<file path="src/rtl/core/md5_hash_core_top_defines.svh">
// Assertion macros for the MD5 core.
// Included by md5_hash_core_top; needs clk and rst_n in scope.
`ifndef MD5_HASH_CORE_TOP_DEFINES_SVH
`define MD5_HASH_CORE_TOP_DEFINES_SVH

`ifndef SYNTHESIS
`define MD5HC_ASSERT(lbl, prop, msg) \
    lbl: assert property (@(posedge clk) disable iff (!rst_n) prop) else $error(msg);
`define MD5HC_NEVER(lbl, expr, msg) \
    lbl: assert property (@(posedge clk) disable iff (!rst_n) !(expr)) else $error(msg);
`else
`define MD5HC_ASSERT(lbl, prop, msg)
`define MD5HC_NEVER(lbl, expr, msg)
`endif

`endif

</file>
<file path="src/rtl/core/md5hc_pkg.sv">
// Shared constants, types and functions of the MD5 core.
// No dependencies.
`default_nettype none

package md5hc_pkg;

    localparam logic [3:0][31:0] IV = {32'h10325476, 32'h98badcfe,
                                       32'hefcdab89, 32'h67452301};
    localparam logic [7:0] PAD_BYTE = 8'h80;
    localparam logic [3:0] LAST_POS = 4'd15;
    localparam logic [3:0] LEN_POS  = 4'd14;
    localparam logic [5:0] LAST_STEP = 6'd63;
    localparam logic [2:0] FULL_BYTES = 3'd4;

    typedef struct packed {
        logic load;   // round regs <= chain
        logic step;   // one MD5 step
        logic fin;    // chain += round regs
        logic clear;  // chain <= IV
    } ctrl_t;

    function automatic logic [31:0] step_const(input logic [5:0] k);
        logic [31:0] c;
        case (k)
            6'd0:  c = 32'hd76aa478;  6'd1:  c = 32'he8c7b756;
            6'd2:  c = 32'h242070db;  6'd3:  c = 32'hc1bdceee;
            6'd4:  c = 32'hf57c0faf;  6'd5:  c = 32'h4787c62a;
            6'd6:  c = 32'ha8304613;  6'd7:  c = 32'hfd469501;
            6'd8:  c = 32'h698098d8;  6'd9:  c = 32'h8b44f7af;
            6'd10: c = 32'hffff5bb1;  6'd11: c = 32'h895cd7be;
            6'd12: c = 32'h6b901122;  6'd13: c = 32'hfd987193;
            6'd14: c = 32'ha679438e;  6'd15: c = 32'h49b40821;
            6'd16: c = 32'hf61e2562;  6'd17: c = 32'hc040b340;
            6'd18: c = 32'h265e5a51;  6'd19: c = 32'he9b6c7aa;
            6'd20: c = 32'hd62f105d;  6'd21: c = 32'h02441453;
            6'd22: c = 32'hd8a1e681;  6'd23: c = 32'he7d3fbc8;
            6'd24: c = 32'h21e1cde6;  6'd25: c = 32'hc33707d6;
            6'd26: c = 32'hf4d50d87;  6'd27: c = 32'h455a14ed;
            6'd28: c = 32'ha9e3e905;  6'd29: c = 32'hfcefa3f8;
            6'd30: c = 32'h676f02d9;  6'd31: c = 32'h8d2a4c8a;
            6'd32: c = 32'hfffa3942;  6'd33: c = 32'h8771f681;
            6'd34: c = 32'h6d9d6122;  6'd35: c = 32'hfde5380c;
            6'd36: c = 32'ha4beea44;  6'd37: c = 32'h4bdecfa9;
            6'd38: c = 32'hf6bb4b60;  6'd39: c = 32'hbebfbc70;
            6'd40: c = 32'h289b7ec6;  6'd41: c = 32'heaa127fa;
            6'd42: c = 32'hd4ef3085;  6'd43: c = 32'h04881d05;
            6'd44: c = 32'hd9d4d039;  6'd45: c = 32'he6db99e5;
            6'd46: c = 32'h1fa27cf8;  6'd47: c = 32'hc4ac5665;
            6'd48: c = 32'hf4292244;  6'd49: c = 32'h432aff97;
            6'd50: c = 32'hab9423a7;  6'd51: c = 32'hfc93a039;
            6'd52: c = 32'h655b59c3;  6'd53: c = 32'h8f0ccc92;
            6'd54: c = 32'hffeff47d;  6'd55: c = 32'h85845dd1;
            6'd56: c = 32'h6fa87e4f;  6'd57: c = 32'hfe2ce6e0;
            6'd58: c = 32'ha3014314;  6'd59: c = 32'h4e0811a1;
            6'd60: c = 32'hf7537e82;  6'd61: c = 32'hbd3af235;
            6'd62: c = 32'h2ad7d2bb;  default: c = 32'heb86d391;
        endcase
        return c;
    endfunction

    function automatic logic [4:0] rot_amount(input logic [5:0] k);
        logic [4:0] s;
        case ({k[5:4], k[1:0]})
            4'd0:  s = 5'd7;   4'd1:  s = 5'd12;  4'd2:  s = 5'd17;  4'd3:  s = 5'd22;
            4'd4:  s = 5'd5;   4'd5:  s = 5'd9;   4'd6:  s = 5'd14;  4'd7:  s = 5'd20;
            4'd8:  s = 5'd4;   4'd9:  s = 5'd11;  4'd10: s = 5'd16;  4'd11: s = 5'd23;
            4'd12: s = 5'd6;   4'd13: s = 5'd10;  4'd14: s = 5'd15;  default: s = 5'd21;
        endcase
        return s;
    endfunction

    // Message word used by step k.
    function automatic logic [3:0] msg_index(input logic [5:0] k);
        logic [3:0] i;
        logic [3:0] g;
        i = k[3:0];
        case (k[5:4])
            2'd0:    g = i;
            2'd1:    g = 4'({i, 2'b00} + i + 4'd1);
            2'd2:    g = 4'({i, 1'b0} + i + 4'd5);
            default: g = 4'({i, 2'b00} + {i, 1'b0} + i);
        endcase
        return g;
    endfunction

    // Final partial word: keep the valid bytes, pad byte right above them.
    function automatic logic [31:0] pad_last(input logic [31:0] w, input logic [1:0] nb);
        logic [31:0] r;
        case (nb)
            2'd0:    r = {24'h0, PAD_BYTE};
            2'd1:    r = {16'h0, PAD_BYTE, w[7:0]};
            2'd2:    r = {8'h0, PAD_BYTE, w[15:0]};
            default: r = {PAD_BYTE, w[23:0]};
        endcase
        return r;
    endfunction

    function automatic logic [31:0] rotl32(input logic [31:0] x, input logic [4:0] s);
        logic [63:0] t;
        t = {x, x} << s;
        return t[63:32];
    endfunction

endpackage

`default_nettype wire

</file>
<file path="src/rtl/core/md5hc_buf_ram.sv">
// 16 x 32 message block buffer, one write and one registered read port.
// Depends on nothing.
`default_nettype none

module md5hc_buf_ram (
    input  wire logic        clk,
    input  wire logic        wr_en,
    input  wire logic [3:0]  wr_addr,
    input  wire logic [31:0] wr_data,
    input  wire logic [3:0]  rd_addr,
    output logic      [31:0] rd_data
);

    logic [31:0] mem [16];
    logic [31:0] rd_data_reg;

    always_ff @(posedge clk)
    begin
        if (wr_en)
        begin
            mem[wr_addr] <= wr_data;
        end
        rd_data_reg <= mem[rd_addr];
    end

    assign rd_data = rd_data_reg;

endmodule

`default_nettype wire

</file>
<file path="src/rtl/core/md5hc_datapath.sv">
// MD5 step datapath: working registers A..D and chaining values.
// Depends on md5hc_pkg.
`default_nettype none

module md5hc_datapath (
    input  wire logic              clk,
    input  wire logic              rst_n,
    input  wire md5hc_pkg::ctrl_t  ctrl,
    input  wire logic [5:0]        step_idx,
    input  wire logic [31:0]       m_word,
    output logic [3:0][31:0]       chain
);

    logic [3:0][31:0] chain_reg, chain_next;
    logic [3:0][31:0] rr_reg, rr_next;
    logic [31:0] a, b, c, d, f, sum, b_new;

    assign a = rr_reg[0];
    assign b = rr_reg[1];
    assign c = rr_reg[2];
    assign d = rr_reg[3];

    always_comb
    begin
        case (step_idx[5:4])
            2'd0:    f = (b & c) | (~b & d);
            2'd1:    f = (b & d) | (c & ~d);
            2'd2:    f = b ^ c ^ d;
            default: f = c ^ (b | ~d);
        endcase
        sum   = a + f + md5hc_pkg::step_const(step_idx) + m_word;
        b_new = b + md5hc_pkg::rotl32(sum, md5hc_pkg::rot_amount(step_idx));
    end

    always_comb
    begin
        rr_next    = rr_reg;
        chain_next = chain_reg;
        if (ctrl.load)
        begin
            rr_next = chain_reg;
        end
        else if (ctrl.step)
        begin
            rr_next = {c, b, b_new, d};
        end
        if (ctrl.fin)
        begin
            for (int i = 0; i < 4; i++)
            begin
                chain_next[i] = chain_reg[i] + rr_reg[i];
            end
        end
        else if (ctrl.clear)
        begin
            chain_next = md5hc_pkg::IV;
        end
    end

    always_ff @(posedge clk or negedge rst_n)
    begin
        if (!rst_n)
        begin
            chain_reg <= md5hc_pkg::IV;
            rr_reg    <= '0;
        end
        else
        begin
            chain_reg <= chain_next;
            rr_reg    <= rr_next;
        end
    end

    assign chain = chain_reg;

endmodule

`default_nettype wire

</file>
<file path="src/rtl/core/md5_hash_core_top.sv">
// MD5 message digest core. Words are written one per cycle, while the core is
// ready, into a 16-word block buffer; when the buffer fills, the 64 steps run
// one per cycle, each with its message word fetched ahead from the buffer RAM,
// then the chaining values are added. On the final word the padding and the
// 64-bit length are written one word per cycle, one or two blocks are
// compressed, and the four digest words (A first) are presented one per
// accepted request. Input is held off from the last word of a block until
// its compression ends, and from the final word until the last digest word
// is taken.
// Depends on md5hc_pkg, md5hc_buf_ram, md5hc_datapath, and the defines header.
`default_nettype none

`include "md5_hash_core_top_defines.svh"

module md5_hash_core_top (
    input  wire logic        clk,
    input  wire logic        rst_n,
    input  wire logic        message_valid,
    output logic             message_ready,
    input  wire logic [31:0] message_word,
    input  wire logic [2:0]  valid_bytes,
    input  wire logic        end_of_message,
    output logic             digest_valid,
    input  wire logic        digest_ready,
    output logic      [31:0] digest_word,
    output logic      [1:0]  word_index,
    output logic             last_word
);

    typedef enum logic [4:0] {
        S_IDLE  = 5'b00001,
        S_PAD   = 5'b00010,
        S_ROUND = 5'b00100,
        S_FINAL = 5'b01000,
        S_OUT   = 5'b10000
    } state_t;

    state_t      state_reg, state_next;
    logic [3:0]  pos_reg, pos_next;
    logic [63:0] bitlen_reg, bitlen_next;
    logic [5:0]  round_reg, round_next;
    logic        pad80_reg, pad80_next;
    logic        msg_end_reg, msg_end_next;
    logic        len_lo_reg, len_lo_next;
    logic        digest_pend_reg, digest_pend_next;
    logic [1:0]  out_idx_reg, out_idx_next;
    logic        out_valid_reg, out_valid_next;

    md5hc_pkg::ctrl_t ctrl;
    logic             accept;
    logic [2:0]       nb;
    logic             wr_en;
    logic [31:0]      wr_data;
    logic [3:0]       rd_addr;
    logic [31:0]      m_word;
    logic [3:0][31:0] chain;

    assign accept = message_valid && message_ready;
    assign nb     = (valid_bytes > md5hc_pkg::FULL_BYTES) ? md5hc_pkg::FULL_BYTES
                                                          : valid_bytes;
    // Step k consumes the word read during the cycle before it.
    assign rd_addr = (state_reg == S_ROUND) ? md5hc_pkg::msg_index(6'(round_reg + 6'd1))
                                            : 4'd0;

    always_comb
    begin
        state_next       = state_reg;
        pos_next         = pos_reg;
        bitlen_next      = bitlen_reg;
        round_next       = round_reg;
        pad80_next       = pad80_reg;
        msg_end_next     = msg_end_reg;
        len_lo_next      = len_lo_reg;
        digest_pend_next = digest_pend_reg;
        out_idx_next     = out_idx_reg;
        out_valid_next   = out_valid_reg;
        ctrl             = '0;
        wr_en            = 1'b0;
        wr_data          = message_word;
        case (state_reg)
            S_IDLE:
            begin
                if (accept)
                begin
                    wr_en    = 1'b1;
                    pos_next = 4'(pos_reg + 4'd1);
                    if (!end_of_message)
                    begin
                        bitlen_next = bitlen_reg + 64'd32;
                    end
                    else
                    begin
                        bitlen_next  = bitlen_reg + {58'd0, nb, 3'b000};
                        msg_end_next = 1'b1;
                        pad80_next   = (nb == md5hc_pkg::FULL_BYTES);
                        if (nb != md5hc_pkg::FULL_BYTES)
                        begin
                            wr_data = md5hc_pkg::pad_last(message_word, nb[1:0]);
                        end
                    end
                    if (pos_reg == md5hc_pkg::LAST_POS)
                    begin
                        state_next = S_ROUND;
                        ctrl.load  = 1'b1;
                        round_next = '0;
                    end
                    else if (end_of_message)
                    begin
                        state_next = S_PAD;
                    end
                end
            end
            S_PAD:
            begin
                wr_en    = 1'b1;
                pos_next = 4'(pos_reg + 4'd1);
                if (pad80_reg)
                begin
                    wr_data    = {24'h0, md5hc_pkg::PAD_BYTE};
                    pad80_next = 1'b0;
                end
                else if (len_lo_reg)
                begin
                    wr_data          = bitlen_reg[63:32];
                    digest_pend_next = 1'b1;
                end
                else if (pos_reg == md5hc_pkg::LEN_POS)
                begin
                    wr_data     = bitlen_reg[31:0];
                    len_lo_next = 1'b1;
                end
                else
                begin
                    wr_data = '0;
                end
                if (pos_reg == md5hc_pkg::LAST_POS)
                begin
                    state_next = S_ROUND;
                    ctrl.load  = 1'b1;
                    round_next = '0;
                end
            end
            S_ROUND:
            begin
                ctrl.step  = 1'b1;
                round_next = 6'(round_reg + 6'd1);
                if (round_reg == md5hc_pkg::LAST_STEP)
                begin
                    state_next = S_FINAL;
                end
            end
            S_FINAL:
            begin
                ctrl.fin = 1'b1;
                if (digest_pend_reg)
                begin
                    state_next     = S_OUT;
                    out_valid_next = 1'b1;
                    out_idx_next   = '0;
                end
                else if (msg_end_reg)
                begin
                    state_next = S_PAD;
                end
                else
                begin
                    state_next = S_IDLE;
                end
            end
            S_OUT:
            begin
                if (digest_ready)
                begin
                    out_idx_next = 2'(out_idx_reg + 2'd1);
                    if (out_idx_reg == 2'd3)
                    begin
                        // digest taken: back to a fresh message
                        ctrl.clear       = 1'b1;
                        out_valid_next   = 1'b0;
                        pos_next         = '0;
                        bitlen_next      = '0;
                        pad80_next       = 1'b0;
                        msg_end_next     = 1'b0;
                        len_lo_next      = 1'b0;
                        digest_pend_next = 1'b0;
                        state_next       = S_IDLE;
                    end
                end
            end
            default:
            begin
                state_next = S_IDLE;
            end
        endcase
    end

    always_ff @(posedge clk or negedge rst_n)
    begin
        if (!rst_n)
        begin
            state_reg       <= S_IDLE;
            pos_reg         <= '0;
            bitlen_reg      <= '0;
            round_reg       <= '0;
            pad80_reg       <= 1'b0;
            msg_end_reg     <= 1'b0;
            len_lo_reg      <= 1'b0;
            digest_pend_reg <= 1'b0;
            out_idx_reg     <= '0;
            out_valid_reg   <= 1'b0;
        end
        else
        begin
            state_reg       <= state_next;
            pos_reg         <= pos_next;
            bitlen_reg      <= bitlen_next;
            round_reg       <= round_next;
            pad80_reg       <= pad80_next;
            msg_end_reg     <= msg_end_next;
            len_lo_reg      <= len_lo_next;
            digest_pend_reg <= digest_pend_next;
            out_idx_reg     <= out_idx_next;
            out_valid_reg   <= out_valid_next;
        end
    end

    md5hc_buf_ram u_buf (
        .clk     (clk),
        .wr_en   (wr_en),
        .wr_addr (pos_reg),
        .wr_data (wr_data),
        .rd_addr (rd_addr),
        .rd_data (m_word)
    );

    md5hc_datapath u_dp (
        .clk      (clk),
        .rst_n    (rst_n),
        .ctrl     (ctrl),
        .step_idx (round_reg),
        .m_word   (m_word),
        .chain    (chain)
    );

    assign message_ready = (state_reg == S_IDLE);
    assign digest_valid  = out_valid_reg;
    assign digest_word   = chain[out_idx_reg];
    assign word_index    = out_idx_reg;
    assign last_word     = (out_idx_reg == 2'd3);

    // buffer is never written while steps are reading it
    `MD5HC_NEVER(a_no_write_in_round, wr_en && (state_reg == S_ROUND), "buffer write during rounds")
    `MD5HC_NEVER(a_ready_xor_digest, message_ready && digest_valid, "input open while digest pending")
    `MD5HC_ASSERT(a_digest_order, digest_valid && digest_ready && !last_word |=> digest_valid && (word_index == 2'($past(word_index) + 2'd1)), "digest words out of order")
    `MD5HC_ASSERT(a_round_advance, (state_reg == S_ROUND) && (round_reg != md5hc_pkg::LAST_STEP) |=> (state_reg == S_ROUND) && (round_reg == 6'($past(round_reg) + 6'd1)), "step counter slipped")

endmodule

`default_nettype wire

</file>
<file path="config.mk">
export PLATFORM = sky130hd
export DESIGN_NAME = md5_hash_core_top
export DESIGN_NICKNAME = d
export VERILOG_FILES = /design/src/rtl/core/md5hc_pkg.sv /design/src/rtl/core/md5hc_buf_ram.sv /design/src/rtl/core/md5hc_datapath.sv /design/src/rtl/core/md5_hash_core_top.sv
export VERILOG_INCLUDE_DIRS = /design/src /design/src/rtl/core
export SDC_FILE = /design/constraint.sdc
export NUM_CORES = 2
export LEC_CHECK = 0
export BUFFER_PORTS_ARGS = -buffer_cell sky130_fd_sc_hd__buf_4
export CAP_MARGIN = 15
export CORE_MARGIN = 5
export CORE_UTILIZATION = 60
export DETAILED_ROUTE_END_ITERATION = 10
export PLACE_DENSITY = 0.76
export SLEW_MARGIN = 15
export SYNTH_ARGS = -nofsm -noshare
export SYNTH_HDL_FRONTEND = slang
export SYNTH_HIERARCHICAL = 1
export SYNTH_SLANG_ARGS = --single-unit
export TNS_END_PERCENT = 5
</file>
<file path="constraint.sdc">
create_clock -name clk -period 13.9 [get_ports clk]
set_input_delay 0.695 -clock clk [delete_from_list [all_inputs] [get_ports clk]]
set_output_delay 0.695 -clock clk [all_outputs]
set_load 0.02 [all_outputs]
</file>
==> impl_metrics.py <==
metrics = {
    "clock_tree": {
        "cts_tree": "done",
        "cts.sinks": 883,
        "clk_path_buf_depth": 3,
        "worstSkewPairLatency_ns": 0.70,
        "htreeDepth": 3,
        "cts_hold_buf": 0,
        "ctsResizeCount": 0,
        "path_clk_slew_ns": 0.06,
        "cts_root_buffer": "clkbuf_16",
        "post-cts-setup-buffers": 0,
        "numCtsBuffers": 90,
    },
    "setup_path": {
        "worst_path_max_delay_cell": "a2111oi_0",
        "path_buf_inv": 3,
        "cpPeakStageDelay_ns": 0.83,
        "worstPathArrival_ns": 11.51,
        "critical-path-top-delay-family": "compound AO/OA/AOI/OAI gates",
        "endpoint_kind": "register",
        "cpMostUsedCell": "o21ai_0",
        "critPathRequiredTime_ns": 14.40,
        "cp_max_fo": 35,
        "setup.worst_path.start_class": "register",
        "crit_type": "reg -> reg",
    },
    "timing": {
        "slew_viol_final": 0,
        "slew_headroom": 0.164,
        "final-setup-viol-count": 0,
        "tns_ns": 0,
        "setup_ws_ns": 2.89,
        "worst_pin_slew_ns": 1.25,
        "clock_skew_ns": 0.0520,
        "max_freq_mhz": 90.8,
        "fin_crit_sh": 0.792,
        "fin_crit_ns": 11.01,
        "final_hold_viol_count": 0,
        "rsz0062_at_grt": "false",
    },
    "drt": {
        "final_antenna_net_count": 0,
        "routed_wl_um": 164000,
        "drc": 0,
        "drt_iter0_markers": 5386,
        "vias": 41900,
        "wl_per_cell_um": 26.4,
        "dr.pass1.iters": 9,
        "vias_per_cell": 6.74,
    },
    "logic_synthesis": {
        "yosys_warnings": 6,
        "async_reset_ff_frac": 0.384,
        "syn_avg_cell_area_um2": 10.7,
        "synth-edff-count": 512,
        "synth_top_area_cell": "edfxtp_1",
        "synth_top_area_share": 0.287,
        "synth_nets": 5324,
        "synth_top_cells_by_area": "edfxtp_1 29%, dfrtp_1 13%, mux4_2 7.1%, ha_1 5.1%, mux2i_1 3.6%",
        "synth_cells": 4996,
        "ys_seq_area_frac": 0.459,
        "syn-cell-area_um2": 53600,
        "synth_cell_type_count": 97,
        "dominantRegCellSynth": "edfxtp_1",
        "ys_ff_latch": 883,
    },
    "cells_and_area": {
        "finalNonFillerCells": 6219,
        "syn2layout_area_growth_pct": 9.00,
        "largest_reg_flops": 512,
        "drive_gt1_frac": 0.125,
        "nets": 5303,
    },
    "floorplan": {
        "die_w_um": 309,
        "fp.dieH_um": 309,
        "placementRows": 109,
        "ioPinCount": 77,
        "initial_core_util": 0.605,
        "dieArea_um2": 95400,
        "core-area_um2": 88500,
    },
    "run_status": {
        "status": "finished clean",
    },
    "flow_run": {
        "max_cap_viol_count": 0,
    },
    "placed_design": {
        "pre_cts_slack_ns": 3.33,
        "port-buffer-count": 76,
        "dpl.hpwl_um": 109000,
        "gp_congestion": 0.993,
        "dpl.cell_count": 6048,
    },
    "global_routing": {
        "antenna_found_initial": 2,
        "grt_use_total": 0.339,
        "grt_overflow": 0,
        "grt_pass1_vias": 40700,
        "grt_pass1_wl_um": 248000,
        "grt_max_degree": 112,
    },
    "worst_hold_path": {
        "hp-class": "in -> async",
    },
}
-- per-stage QoR --
stage	utilization	hold slack, ns	instance area (µm²)
after floorplan	-	0.399	53600
after global placement	0.625	0.483	55400
after detailed placement	0.626	0.496	55400
after CTS	0.660	0.0738	58400
after global routing	0.660	0.100	58400
final	0.660	0.0509	58400
-- kinds of logic (layout without fill, tap and decap cells) --
kind of cell | Yosys count | after routing | share of synthesized area
and+or+nand+nor | 1386 | 1386 | 0.119
AOI/OAI and AO/OA | 1299 | 1299 | 0.154
DFF | 883 | 883 | 0.459
buffers and inverters | 490 | 546 | 0.0357
muxes | 390 | 390 | 0.113
adders and majority gates | 288 | 288 | 0.0769
xor gates and xnor gates | 260 | 260 | 0.0425
other | 0 | 2 | 0
-- cell usage after synthesis (24+ instances only) --
| cell | instances |
|---|---|
| edfxtp_1 | 512 |
| nand2_1 | 466 |
| nor2_1 | 385 |
| o21ai_0 | 353 |
| a21oi_1 | 334 |
| dfrtp_1 | 274 |
| inv_1 | 222 |
| ha_1 | 219 |
| mux2i_1 | 194 |
| clkbuf_1 | 191 |
| mux4_2 | 168 |
| xnor2_1 | 149 |
| nor3_1 | 132 |
| xor2_1 | 111 |
| a21o_1 | 83 |
| nand3_1 | 75 |
| a22oi_1 | 71 |
| fa_1 | 69 |
| dfstp_2 | 65 |
| nor2b_1 | 65 |
| o22ai_1 | 51 |
| nand2b_1 | 46 |
| a31oi_1 | 45 |
| buf_1 | 42 |
| a211oi_1 | 41 |
| and3_1 | 38 |
| o31a_1 | 35 |
| nand4_1 | 34 |
| o211ai_1 | 34 |
| or3_1 | 34 |
| dfxtp_1 | 32 |
| and2_1 | 28 |
| nor4_1 | 26 |
| mux2_2 | 25 |
| o21a_1 | 24 |
-- path summary, 6_finish.rpt --
check	startpoint	to	slack [ns]	cells past startpoint
setup / recovery	round_reg[1]	u_dp/b[30]	2.89	36
hold / removal	rst_n	round_reg[5]	0.05	1
setup reg to reg	round_reg[1]	u_dp/b[30]	2.89	36
hold reg to reg	digest_valid	digest_valid	0.51	2
max in group asynchronous	rst_n	round_reg[4]	12.33	2
min in group clk	digest_ready	word_index[1]	0.29	3
-- layout by cell type (no fill, tap or decap), drive strengths merged, types with 38 or more instances in the layout --
master | Yosys | final
nand2 | 468 | 468
nor2b | 65 | 65
nand3 | 76 | 76
a22oi | 71 | 71
nor2 | 385 | 385
a31oi | 45 | 45
edfxtp | 512 | 512
ha | 219 | 219
fa | 69 | 69
mux2i | 194 | 194
nor3 | 132 | 132
nand2b | 46 | 46
dfrtp | 274 | 274
o21ai | 368 | 368
inv | 225 | 226
xor2 | 111 | 111
xnor2 | 149 | 149
a211oi | 44 | 44
dfstp | 65 | 65
buf | 72 | 151
a21oi | 335 | 335
clkbuf | 191 | 122
mux4 | 168 | 168
o22ai | 51 | 51
a21o | 83 | 83
and3 | 38 | 38
-- routing by layer --
| metal | up-vias | part of all wire | wire, µm | global-route usage |
|---|---|---|---|---|
| met4 | 0 | 0.064 | 10400 | 0.184 |
| met1 | 20700 | 0.38 | 63000 | 0.444 |
| met3 | 486 | 0.082 | 13500 | 0.0551 |
| met5 | - | 0 | 0 | 0 |
| li1 | 18600 | - | - | - |
| met2 | 2192 | 0.47 | 77000 | 0.548 |
-- final cells by class --
class / count / area, µm²
fill: 6518 / 30100
multi-input combinational: 3623 / 27300
antenna: 2 / 5.00
clock buffer: 122 / 2440
timing repair buffer: 151 / 1150
inverter: 226 / 856
clock inverter: 47 / 578
sequential: 883 / 24600
tap: 1165 / 1460
Power is not shown: default switching activity piles up to over one toggle a cycle in this logic, so the estimate is an artifact.
